$ cat src/nspc_pkg.sv
// Package for the nested segment packet checker: beat structs, parse phases
// and sizing constants. No dependencies.
`timescale 1ns / 1ps
`default_nettype none

package nspc_pkg;

  // default name length limit (lengths run 1 .. limit-1)
  localparam int NAME_LIMIT_DEF = 64;

  // bytes in one segment record: name byte plus address bytes
  localparam int SEG_ADDR_BYTES  = 4;
  localparam int SEG_TOTAL_BYTES = 1 + SEG_ADDR_BYTES;
  localparam int SEG_CNT_W       = 3;

  // subject, module and segment counts are non-negative signed bytes
  localparam int COUNT_W = 7;

  // input beat
  typedef struct packed {
    logic [7:0] data_byte;
    logic       last_byte;
  } in_beat_t;

  // result beat
  typedef struct packed {
    logic packet_ok;
    logic clean_setup;
  } out_beat_t;

  // parse phases
  typedef enum logic [3:0] {
    PH_FLAG       = 4'd0,
    PH_SUBJ_COUNT = 4'd1,
    PH_SUBJ_LEN   = 4'd2,
    PH_SUBJ_NAME  = 4'd3,
    PH_MOD_COUNT  = 4'd4,
    PH_MOD_LEN    = 4'd5,
    PH_MOD_NAME   = 4'd6,
    PH_SEG_COUNT  = 4'd7,
    PH_SEG        = 4'd8,
    PH_CLOSE      = 4'd9,
    PH_AFTER      = 4'd10
  } phase_t;

endpackage

`default_nettype wire

$ cat src/nested_segment_packet_check_unit.sv
// Top level of the nested segment packet checker: byte-wise structure parser
// with a registered result beat. Depends on nspc_pkg.
`timescale 1ns / 1ps
`default_nettype none

// channel | ports                        | beat
// --------+------------------------------+-----------------------------------
// input   | in_valid, in_ready, in_data  | one packet byte plus last marker
// result  | out_valid, out_ready, out_data | packet_ok, clean_setup per packet
//
// One byte is taken per cycle; the parse phase and counters update in the
// cycle the byte is accepted. The verdict for a packet is loaded into the result
// register when its last byte is accepted.
// Reset returns the parser to the flag byte phase with the result empty.
// The input stalls only while a verdict is held and the result side is
// not taking it.

module nested_segment_packet_check_unit
  import nspc_pkg::*;
#(
  parameter int NAME_LIMIT = NAME_LIMIT_DEF
) (
  input  wire        clk,
  input  wire        rst_n,
  input  wire        in_valid,
  output logic       in_ready,
  input  in_beat_t   in_data,
  output logic       out_valid,
  input  wire        out_ready,
  output out_beat_t  out_data
);

  localparam int NAME_W = $clog2(NAME_LIMIT);
  localparam logic [7:0] NameLimitB = 8'(NAME_LIMIT);

  // parser state
  phase_t               phase_r, phase_nxt;
  logic [COUNT_W-1:0]   subj_r, subj_nxt;
  logic [COUNT_W-1:0]   mod_r, mod_nxt;
  logic [COUNT_W-1:0]   seg_r, seg_nxt;
  logic [NAME_W-1:0]    name_r, name_nxt;
  logic [SEG_CNT_W-1:0] segb_r, segb_nxt;
  logic                 failed_r, failed_nxt;
  logic                 clean_r, clean_nxt;

  // result register
  logic                 out_valid_r, out_valid_nxt;
  out_beat_t            out_data_r, out_data_nxt;

  // byte decode
  logic                 in_acc;
  logic [7:0]           b;
  logic                 is_neg;
  logic                 len_ok;
  logic [COUNT_W-1:0]   cnt_val;
  logic                 verdict_ok;

  assign in_ready  = !out_valid_r || out_ready;
  assign in_acc    = in_valid && in_ready;
  assign out_valid = out_valid_r;
  assign out_data  = out_data_r;

  assign b       = in_data.data_byte;
  assign is_neg  = b[7];
  assign cnt_val = b[COUNT_W-1:0];
  assign len_ok  = !is_neg && (b != 8'd0) && (b < NameLimitB);

  // next parser state for one accepted byte
  always_comb begin
    phase_t ph;
    logic   fl;
    ph       = phase_r;
    fl       = failed_r;
    subj_nxt = subj_r;
    mod_nxt  = mod_r;
    seg_nxt  = seg_r;
    name_nxt = name_r;
    segb_nxt = segb_r;
    clean_nxt = clean_r;

    if (!failed_r) begin
      case (phase_r)
        PH_FLAG: begin
          if (b > 8'd1) begin
            fl = 1'b1;
          end else begin
            clean_nxt = b[0];
            ph = PH_SUBJ_COUNT;
          end
        end
        PH_SUBJ_COUNT: begin
          if (is_neg) begin
            fl = 1'b1;
          end else begin
            subj_nxt = cnt_val;
            ph = (cnt_val != '0) ? PH_SUBJ_LEN : PH_CLOSE;
          end
        end
        PH_SUBJ_LEN, PH_MOD_LEN: begin
          if (!len_ok) begin
            fl = 1'b1;
          end else begin
            name_nxt = b[NAME_W-1:0];
            ph = (phase_r == PH_SUBJ_LEN) ? PH_SUBJ_NAME : PH_MOD_NAME;
          end
        end
        PH_SUBJ_NAME, PH_MOD_NAME: begin
          name_nxt = name_r - NAME_W'(1);
          if (name_r == NAME_W'(1)) begin
            ph = (phase_r == PH_SUBJ_NAME) ? PH_MOD_COUNT : PH_SEG_COUNT;
          end
        end
        PH_MOD_COUNT: begin
          if (is_neg) begin
            fl = 1'b1;
          end else begin
            mod_nxt = cnt_val;
            if (cnt_val != '0) begin
              ph = PH_MOD_LEN;
            end else begin
              // end of subject
              subj_nxt = subj_r - COUNT_W'(1);
              ph = (subj_r != COUNT_W'(1)) ? PH_SUBJ_LEN : PH_CLOSE;
            end
          end
        end
        PH_SEG_COUNT: begin
          if (is_neg) begin
            fl = 1'b1;
          end else begin
            seg_nxt = cnt_val;
            if (cnt_val != '0) begin
              segb_nxt = SEG_CNT_W'(SEG_TOTAL_BYTES);
              ph = PH_SEG;
            end else begin
              // end of module
              mod_nxt = mod_r - COUNT_W'(1);
              if (mod_r != COUNT_W'(1)) begin
                ph = PH_MOD_LEN;
              end else begin
                subj_nxt = subj_r - COUNT_W'(1);
                ph = (subj_r != COUNT_W'(1)) ? PH_SUBJ_LEN : PH_CLOSE;
              end
            end
          end
        end
        PH_SEG: begin
          segb_nxt = segb_r - SEG_CNT_W'(1);
          if (segb_r == SEG_CNT_W'(1)) begin
            seg_nxt = seg_r - COUNT_W'(1);
            if (seg_r != COUNT_W'(1)) begin
              segb_nxt = SEG_CNT_W'(SEG_TOTAL_BYTES);
            end else begin
              mod_nxt = mod_r - COUNT_W'(1);
              if (mod_r != COUNT_W'(1)) begin
                ph = PH_MOD_LEN;
              end else begin
                subj_nxt = subj_r - COUNT_W'(1);
                ph = (subj_r != COUNT_W'(1)) ? PH_SUBJ_LEN : PH_CLOSE;
              end
            end
          end
        end
        PH_CLOSE: begin
          if (b != 8'd0) begin
            fl = 1'b1;
          end else begin
            ph = PH_AFTER;
          end
        end
        default: begin
          fl = 1'b1;
        end
      endcase
    end

    // closing byte without end marker means trailing bytes
    if (!in_data.last_byte && !fl && ph == PH_AFTER) begin
      fl = 1'b1;
    end

    verdict_ok = !fl && (ph == PH_AFTER);
    phase_nxt  = ph;
    failed_nxt = fl;

    // last byte returns the parser to its start
    if (in_data.last_byte) begin
      phase_nxt  = PH_FLAG;
      failed_nxt = 1'b0;
      subj_nxt   = '0;
      mod_nxt    = '0;
      seg_nxt    = '0;
      name_nxt   = '0;
      segb_nxt   = '0;
      clean_nxt  = 1'b0;
    end
  end

  // result register next value
  always_comb begin
    out_valid_nxt = out_valid_r && !out_ready;
    out_data_nxt  = out_data_r;
    if (in_acc && in_data.last_byte) begin
      out_valid_nxt            = 1'b1;
      out_data_nxt.packet_ok   = verdict_ok;
      out_data_nxt.clean_setup = verdict_ok && (phase_r == PH_FLAG ? b[0] : clean_r);
    end
  end

  // parser state registers
  always_ff @(posedge clk) begin
    if (!rst_n) begin
      phase_r  <= PH_FLAG;
      subj_r   <= '0;
      mod_r    <= '0;
      seg_r    <= '0;
      name_r   <= '0;
      segb_r   <= '0;
      failed_r <= 1'b0;
      clean_r  <= 1'b0;
    end else if (in_acc) begin
      phase_r  <= phase_nxt;
      subj_r   <= subj_nxt;
      mod_r    <= mod_nxt;
      seg_r    <= seg_nxt;
      name_r   <= name_nxt;
      segb_r   <= segb_nxt;
      failed_r <= failed_nxt;
      clean_r  <= clean_nxt;
    end
  end

  // result registers
  always_ff @(posedge clk) begin
    if (!rst_n) begin
      out_valid_r <= 1'b0;
    end else begin
      out_valid_r <= out_valid_nxt;
    end
  end

  always_ff @(posedge clk) begin
    out_data_r <= out_data_nxt;
  end

  // a failed verdict never reports a clean setup
  a_clean_needs_ok: assert property (@(posedge clk) disable iff (!rst_n)
    out_valid_r |-> (out_data_r.packet_ok || !out_data_r.clean_setup))
    else $error("clean_setup set on failed packet");

  // a byte without end marker never raises a result
  a_no_result_mid_packet: assert property (@(posedge clk) disable iff (!rst_n)
    (!out_valid_r && in_acc && !in_data.last_byte) |=> !out_valid_r)
    else $error("result raised by non-final byte");

  // the last byte restarts the parser
  a_restart_on_last: assert property (@(posedge clk) disable iff (!rst_n)
    (in_acc && in_data.last_byte) |=> (phase_r == PH_FLAG && !failed_r))
    else $error("parser not restarted after last byte");

  // once failed, the phase is frozen until the last byte
  a_frozen_after_fail: assert property (@(posedge clk) disable iff (!rst_n)
    (failed_r && in_acc && !in_data.last_byte) |=> (failed_r && $stable(phase_r)))
    else $error("parser moved after failure");

  // a last byte is accepted only when the result register can take it
  a_no_overwrite: assert property (@(posedge clk) disable iff (!rst_n)
    (in_acc && in_data.last_byte) |-> (!out_valid_r || out_ready))
    else $error("result overwritten before taken");

endmodule

`default_nettype wire
$ cat config.mk
export PLATFORM = sky130hd
export DESIGN_NAME = nested_segment_packet_check_unit
export DESIGN_NICKNAME = d
export VERILOG_FILES = /design/src/nspc_pkg.sv /design/src/nested_segment_packet_check_unit.sv
export SDC_FILE = /design/constraint.sdc
export NUM_CORES = 1
export LEC_CHECK = 0
export BUFFER_PORTS_ARGS = -buffer_cell sky130_fd_sc_hd__buf_2
export CELL_PAD_IN_SITES_DETAIL_PLACEMENT = 0
export CELL_PAD_IN_SITES_GLOBAL_PLACEMENT = 1
export CORE_MARGIN = 4
export CORE_UTILIZATION = 45
export CTS_BUF_LIST = sky130_fd_sc_hd__clkbuf_8 sky130_fd_sc_hd__clkbuf_16
export DETAILED_ROUTE_END_ITERATION = 10
export PLACE_DENSITY = 0.85
export RECOVER_POWER = 25
export SYNTH_ARGS = -nofsm -noshare
export SYNTH_HDL_FRONTEND = slang
export SYNTH_SLANG_ARGS = --single-unit
$ cat constraint.sdc
create_clock -name clk -period 3 [get_ports clk]
set_clock_uncertainty 0.15 [all_clocks]
set_input_delay 0.15 -clock clk [delete_from_list [all_inputs] [get_ports clk]]
set_output_delay 0.15 -clock clk [all_outputs]
set_load 0.005 [all_outputs]
==> run metrics, run 1 <==
area leader, netlist=dfxtp_1; initial antenna violation count=0; max incr delay on CP=roughly 0.47 ns; Die Y=approximately 90 um; root buf cell=clkbuf_8; Clock Pin Slew Worst Setup and Hold Paths=~0.080 ns; Max Fclk=around 0.36 GHz; TritonCTS buffer count=5; outcome=finished clean; worst-margin pin slew=just under 1 ns; vias=between 3,000 and 4,000; commonest cells in the netlist=66 x nor2_1, 45 x a21oi_1, 37 x dfxtp_1, 36 x o21ai_0, 29 x nand2_1; WL final=between 8000 and 9000 um; post-layout min period=2.78 ns; crit path from=seg_r[1]; Post-CTS Setup Bufs=0; largest net degree at the start of global routing=35; Syn-to-layout area delta=7.52%; Hold Crit Class=in -> reg; post-synthesis register bit count=39; warnings from Yosys=0; r2r worst-path depth=10; Mapped Nets=~440; drt initial violations=about 290; Final Cycle Share=0.926; starting density of the core=0.472; number of diodes=0; hold_buf cts=0; GRT Overall Usage=0.215; crit path kind=reg -> reg; vias in the first global route=between 2,000 and 3,000; Max Cap Violations=0; dpl cells=about 500; count leader, synth=nor2_1; critical path endpoint category=flop; port bufs=16; crit-path cells=inv_1 > ha_1 > or4b_4 > nor4_4 > o22ai_1 > o21ai_2 > o311ai_2 > a2111oi_2 > a21oi_1 > nor2_1; number of synthesized flops with an enable pin=2; first-pass GRT wire length=between 10,000 and 15,000 um; worst-path maximum fanout=14; max-slew violation count=0; final hold vios=0; Final Instance Count excl. Fillers=about 500; Power Density=353 nW/um^2; post-layout util=0.507; post-DP HPWL=roughly 6100 um; Yosys top cell area share=0.243; Via-to-Cell Ratio=between 6 and 7; drt wl/cell=17.3 um; Pleak=approximately 1.2 nW; Die Area=8150 um^2; final setup fails=0; Cell variety after synth=just over 70; sequential share of the synthesized area=0.263; Routed Antenna Nets=0; Nets=about 450; io pins=17; R2R Setup Slk=around 0.22 ns; Primary FF master, synth=dfxtp_1; Fin Setup TNS=0 ns; Core ar.=6460 um^2; gr ovfl total=0; worst skew pair latency=around 0.30 ns; RSZ-0062 raised after global routing=false; RD Place Congestion=around 0.95; Critical Path RT=just over 3 ns; VDD IR max=0.000203 V; Slew headroom=0.354; DRT Pass-1 Iters=5; CTS Sinks=39; ranking of synthesized cells by area=dfxtp_1 24%, nor2_1 8.1%, a21oi_1 7.4%; share of layout cells above drive strength 1=0.122; startpoint types=flop; syn avg cell area=approximately 7.3 um^2; CTS tree=yes; Core Rows=29; Slowest cell on crit path=or4b_4; Mapped Area=3050 um^2; Syn Inst Count=between 400 and 500; H-tree levels=2; CP arrival=2.86 ns; reg2reg end=mod_r[1]; Post-synth ARST share=0; die width=~90 um; DRC Markers=0; crit path to=mod_r[1]; FF-to-FF Start=seg_r[1]; Hold WS=just over 0.04 ns; cts repair resizes=0; clock buffer depth=2
[stage by stage]
step | power [W] | setup slack, ns | area [um^2]
2_1_floorplan | 0.000745 | 0.625 | 3050
3_3_place_gp | 0.000812 | 0.298 | 3200
3_5_place_dp | 0.000815 | 0.217 | 3200
4_1_cts | 0.00116 | 0.203 | 3280
5_1_grt | 0.00122 | 0.0265 | 3270
6_report | 0.00116 | 0.223 | 3270
[worst max-delay path: cells and delay by family (launching register included)]
kind / cells / cell delay (ns)
AOI/OAI and AO/OA: 5 / 1.15
adders and majority gates: 1 / 0.13
buffers and inverters: 1 / 0.08
DFF: 1 / 0.32
and+or+nand+nor: 3 / 0.89
[worst min-delay path by stage]
stage | startpoint | endpoint | slack [ns] | depth (start not counted)
after floorplan | rst_n | failed_r | 0.16 | 2
after global placement | clean_r | clean_r | 0.29 | 2
after detailed placement | clean_r | clean_r | 0.30 | 2
after CTS | out_ready | out_valid | 0.04 | 3
after global routing | in_data[0] | failed_r | 0.05 | 2
final | in_data[0] | failed_r | 0.04 | 2
[metal layers]
| layer | global-route usage | up-vias | part of all wire |
|---|---|---|---|
| li1 | - | 1538 | - |
| met1 | 0.293 | 1515 | 0.46 |
| met2 | 0.344 | 100 | 0.46 |
| met3 | 0.0317 | 20 | 0.053 |
| met4 | 0.0765 | 0 | 0.025 |
| met5 | 0 | - | 0 |
[report_power, final]
part | internal [W] | total [W] | switching, W
combinational | 0.0000870 | 0.000238 | 0.000151
clock | 0.000157 | 0.000349 | 0.000192
sequential | 0.000543 | 0.000568 | 0.0000251
[cell families after synthesis]
family	Yosys count	synth area share
muxes	5	0.0168
adders and majority gates	10	0.0411
DFF	39	0.263
buffers and inverters	47	0.0674
AOI/OAI and AO/OA	140	0.304
xor gates and xnor gates	5	0.0144
and+or+nand+nor	169	0.294
[area by class of cell]
type	instances	area, um^2
clock buffers	5	68.8
repair buffers	31	180
multi-input cells	329	2040
well taps	77	96.3
fillers	640	3180
flip-flops and latches	39	801
inverters	19	71.3
clock inverters	3	12.5
[registers in the layout, summed over array words and instances (netlist names)]
register   count
out_valid      1
out_data       2
seg_r          7
segb_r         3
name_r         6
subj_r         7
phase_r        4
mod_r          7
clean_r        1
failed_r       1
[cells in the final DEF (no fill, tap or decap), types with 5 or more instances in the layout]
master    count
buf_4        13
inv_1        20
ha_1         10
dfxtp_1      37
buf_2        12
nand4_1       5
nand2_1      29
nand2b_1      7
clkbuf_8      5
a21oi_1      45
nor2_1       66
o221a_2       5
or3_1         8
nor3_1       15
nand3_1       6
clkbuf_1      6
o21ai_0      36
No activity file was read; power rests on OpenSTA's default activity.
==> run 2, diff against run 1 <==
- PLACE_DENSITY: 0.85 -> 0.87
==> run metrics, run 2 (synthesis results as in run 1) <==
outcome=finished clean (unchanged); RSZ-0062 raised after global routing=false (unchanged); Max Fclk=0.374 GHz (was 0.360 GHz); Routed Antenna Nets=0 (unchanged); slack of the critical path=0.328 ns (was 0.223 ns); vias=3,111 (was 3,173); max layer used=met4 (unchanged); startpoint types=flop (unchanged); Core Rows=29 (unchanged); vias in the first global route=2,825 (was 2,953); largest net degree at the start of global routing=40 (was 35); hold_buf cts=0 (unchanged); post-DP HPWL=6060 um (was 6150 um); post-layout min period=2.67 ns (was 2.78 ns); RD Place Congestion=0.973 (was 0.950); pre-CTS WS=0.331 ns (was 0.217 ns); DRC Markers=0 (unchanged); most common cell after layout, fill and taps aside=nor2_1 (unchanged); number of diodes=0 (unchanged); clock buffer depth=2 (unchanged); final setup fails=0 (unchanged); Power Density=366 nW/um^2 (was 353 nW/um^2); initial antenna violation count=0 (unchanged); H-tree levels=2 (unchanged); Via-to-Cell Ratio=6.17 (was 6.31); die width=90.3 um (unchanged); DRT Pass-1 Iters=6 (was 5); Hold Crit Class=in -> reg (unchanged); starting density of the core=0.472 (unchanged); FF-to-FF Start=phase_r[0] (was seg_r[1]); drt initial violations=267 (was 285); wl on met1=4030 um (about the same); min-delay src=out_ready (was in_data[0]); most frequent cells in the layout=66 x nor2_1, 45 x a21oi_1, 37 x dfxtp_1 (unchanged); Final Cycle Share=0.891 (was 0.926); Largest regs=mod_r: 7 flops, seg_r: 7 flops, subj_r: 7 flops (unchanged); Slew headroom=0.452 (was 0.354); Critical Path RT=2.98 ns (was 3.08 ns); CTS tree=yes (unchanged); DR WL met3=453 um (was 465 um); final hold vios=0 (unchanged); critical path endpoint category=flop (unchanged); hold path depth=3 (was 2); crit path kind=reg -> reg (unchanged); cts repair resizes=0 (unchanged); root buf cell=clkbuf_8 (unchanged); port bufs=16 (unchanged); TritonCTS buffer count=5 (unchanged); VDD IR max=0.000194 V (was 0.000203 V); reg2reg end=out_data[0] (was mod_r[1]); first-pass GRT wire length=14,300 um (was 14,600 um); Pleak=1.24 nW (was 1.22 nW); worst-path maximum fanout=9 (was 14); worst hold endpoint=out_valid (was failed_r); Die Area=8150 um^2 (unchanged); Syn-to-layout area delta=8.38% (was 7.52%); CTS Sinks=39 (unchanged); Max Cap Violations=0 (unchanged); r2r worst-path depth=8 (was 10); gr ovfl total=0 (unchanged); Core ar.=6460 um^2 (unchanged); share of layout cells above drive strength 1=0.131 (was 0.122); WL final=8520 um (was 8700 um); Post-CTS Setup Bufs=0 (unchanged); max-slew violation count=0 (unchanged); Clock Pin Slew Worst Setup and Hold Paths=0.07 ns (was 0.08 ns); worst skew pair latency=0.30 ns (about the same); CP arrival=2.65 ns (was 2.86 ns); GRT Overall Usage=0.212 (was 0.215); io pins=17 (unchanged); Nets=449 (was 448); WL met2=3860 um (was 3990 um); total power=0.00121 W (was 0.00116 W); R2R Setup Slk=0.33 ns (was 0.22 ns); worst-margin pin slew=0.822 ns (was 0.968 ns); drt wl/cell=16.9 um (was 17.3 um); Fin Setup TNS=0 ns (unchanged); Die Y=90.3 um (unchanged)
==> run 2: layout make-up <==
type,count,area (um^2)
Clock inverter,1,3.75
Inverter,19,71.3
Clock buffer,7,96.3
Timing Repair Buffer,32,194
Tap cell,77,96.3
Sequential cell,39,801
Multi-Input combinational cell,329,2040
Fill cell,657,3160
==> run 2: where the power goes <==
group | switching, W | leakage, nW | internal (W)
registers | 0.0000243 | 0.320 | 0.000543
logic | 0.000150 | 0.862 | 0.0000903
clock network | 0.000192 | 0.0557 | 0.000207
total | 0.000366 | 1.24 | 0.000840
==> run 2: worst max-delay path by stage <==
stage                    start     endpoint  cells after the start
finish              phase_r[0]  out_data[0]                      8
global route          seg_r[1]     mod_r[4]                     11
CTS                   seg_r[1]     mod_r[4]                     11
detailed placement  in_data[2]  out_data[1]                      9
global placement      seg_r[1]     mod_r[4]                     11
floorplan             seg_r[1]  out_data[0]                     10
==> run 2: metal layers <==
layer  GRT usage  up-vias
met5           0        -
met4      0.0714        0
met3      0.0292       14
met2       0.332      104
met1       0.298     1449
li1            -     1544
==> run 2: worst max-delay path, cell delays in order (launching register included) <==
cell and delay, ns:
dfxtp_1 0.40, clkbuf_1 0.30, a31o_1 0.28, a221oi_1 0.36, o211ai_1 0.19, o21a_1 0.21
o32ai_2 0.18, nand4_2 0.18, nor4_2 0.26
==> run 2: through the flow <==
stage / hold WS [ns] / utilization / instance area, um^2 / instances
5_1_grt: 0.0669 / 0.511 / 3300 / 504
3_3_place_gp: 0.290 / 0.497 / 3210 / 496
4_1_cts: 0.0413 / 0.512 / 3310 / 504
6_report: 0.0488 / 0.511 / 3300 / 504
2_1_floorplan: 0.162 / - / 3050 / 415
3_5_place_dp: 0.295 / 0.497 / 3210 / 496
==> run 3, diff against run 2 <==
- CTS_BUF_LIST: sky130_fd_sc_hd__clkbuf_8 sky130_fd_sc_hd__clkbuf_16 -> unset
==> run metrics, run 3 (synthesis results as in run 1) <==
Max Cap Violations=0 (unchanged); io pins=17 (unchanged); VDD IR max=0.000194 V (about the same); H-tree levels=2 (unchanged); Die Area=8150 um^2 (unchanged); worst skew pair latency=0.30 ns (about the same); FF-to-FF Start=seg_r[0] (was phase_r[0]); clock buffer depth=2 (unchanged); Die Y=90.3 um (unchanged); Core ar.=6460 um^2 (unchanged); vias=3,140 (was 3,111); Hold WS=0.0494 ns (was 0.0488 ns); pre-CTS WS=0.331 ns (unchanged); Max Fclk=0.374 GHz (about the same); vias in the first global route=2,825 (unchanged); drt initial violations=267 (unchanged); RSZ-0062 raised after global routing=false (unchanged); post-layout util=0.511 (unchanged); Slew headroom=0.454 (was 0.452); critical path endpoint category=flop (unchanged); share of layout cells above drive strength 1=0.131 (unchanged); outcome=finished clean (unchanged); hold_buf cts=0 (unchanged); Nets=449 (unchanged); Power Density=366 nW/um^2 (about the same); Final Cycle Share=0.892 (was 0.891); Syn-to-layout area delta=8.38% (unchanged); crit path from=seg_r[0] (was phase_r[0]); crit path kind=reg -> reg (unchanged); final hold vios=0 (unchanged); CTS Sinks=39 (unchanged); largest net degree at the start of global routing=40 (unchanged); DRT Pass-1 Iters=5 (was 6); Hold Crit Class=in -> reg (unchanged); slack of the critical path=0.325 ns (was 0.328 ns); Post-CTS Setup Bufs=0 (unchanged); CTS tree=yes (unchanged); TritonCTS buffer count=5 (unchanged); min-delay src=out_ready (unchanged); RD Place Congestion=0.973 (unchanged); cts repair resizes=0 (unchanged); post-DP HPWL=6060 um (unchanged); DRC Markers=0 (unchanged); CP arrival=2.76 ns (was 2.65 ns); Routed Antenna Nets=0 (unchanged); worst-margin pin slew=0.818 ns (was 0.822 ns); WL final=8560 um (was 8520 um); die width=90.3 um (unchanged); Clock Pin Slew Worst Setup and Hold Paths=0.08 ns (was 0.07 ns); starting density of the core=0.472 (unchanged); GRT Overall Usage=0.212 (unchanged); Via-to-Cell Ratio=6.23 (was 6.17); Pleak=1.23 nW (was 1.24 nW); first-pass GRT wire length=14,300 um (unchanged); worst-path maximum fanout=14 (was 9); final setup fails=0 (unchanged); Critical Path RT=3.09 ns (was 2.98 ns); post-layout min period=2.68 ns (was 2.67 ns); most common cell after layout, fill and taps aside=nor2_1 (unchanged); most frequent cells in the layout=66 x nor2_1, 45 x a21oi_1, 37 x dfxtp_1 (unchanged); total power=0.00121 W (about the same); max-slew violation count=0 (unchanged); Largest regs=mod_r: 7 flops, seg_r: 7 flops, subj_r: 7 flops (unchanged); gr ovfl total=0 (unchanged); startpoint types=flop (unchanged); Fin Setup TNS=0 ns (unchanged); root buf cell=clkbuf_8 (unchanged); drt wl/cell=17.0 um (was 16.9 um); initial antenna violation count=0 (unchanged); Core Rows=29 (unchanged); number of diodes=0 (unchanged); port bufs=16 (unchanged)
-- run 3: changes by cell type in the layout (fill, tap and decap cells not counted), sizes merged --
cell | previous run | this run
clkbuf | 10 | 11
inv | 20 | 19
-- run 3: metrics by stage --
| stage | std cells | area (um^2) |
|---|---|---|
| global placement | 496 | 3210 |
| global route | 504 | 3300 |
| finish | 504 | 3300 |
| detailed placement | 496 | 3210 |
| CTS | 504 | 3310 |
| floorplan | 415 | 3050 |
-- run 3: layout make-up --
cell class / count / area (um^2)
Sequential cell: 39 / 801
Clock buffer: 8 / 100
Timing Repair Buffer: 32 / 194
Inverter: 19 / 71.3
Tap cell: 77 / 96.3
Fill cell: 657 / 3160
Multi-Input combinational cell: 329 / 2040
-- run 3: per-layer routing --
layer	up-vias	share of wire	GRT usage
li1	1543	-	-
met1	1470	0.47	0.298
met2	113	0.46	0.332
met3	14	0.055	0.0292
met4	0	0.018	0.0714
met5	-	0	0
-- run 3: final timing paths --
kind	to	slack (ns)	depth (start not counted)
worst min register to register	clean_r	0.30	2
worst max-delay path	mod_r[4]	0.32	10
worst max register to register	mod_r[4]	0.32	10
worst min-delay path	out_valid	0.05	3
-- run 3: where the power goes --
group / leakage (nW) / internal, W / switching, W / total, W
Combinational: 0.862 / 0.0000904 / 0.000150 / 0.000241
Sequential: 0.320 / 0.000543 / 0.0000242 / 0.000568
Clock: 0.0515 / 0.000210 / 0.000191 / 0.000401
-- run 3: critical path: stages, from the launching register on --
cell,delay [ns]
dfxtp_1,0.38
ha_1,0.15
or4b_4,0.48
nor4_4,0.25
o22ai_1,0.14
o21ai_2,0.18
o311ai_2,0.13
buf_4,0.22
a2111oi_0,0.37
a21oi_1,0.07
nor2_1,0.09
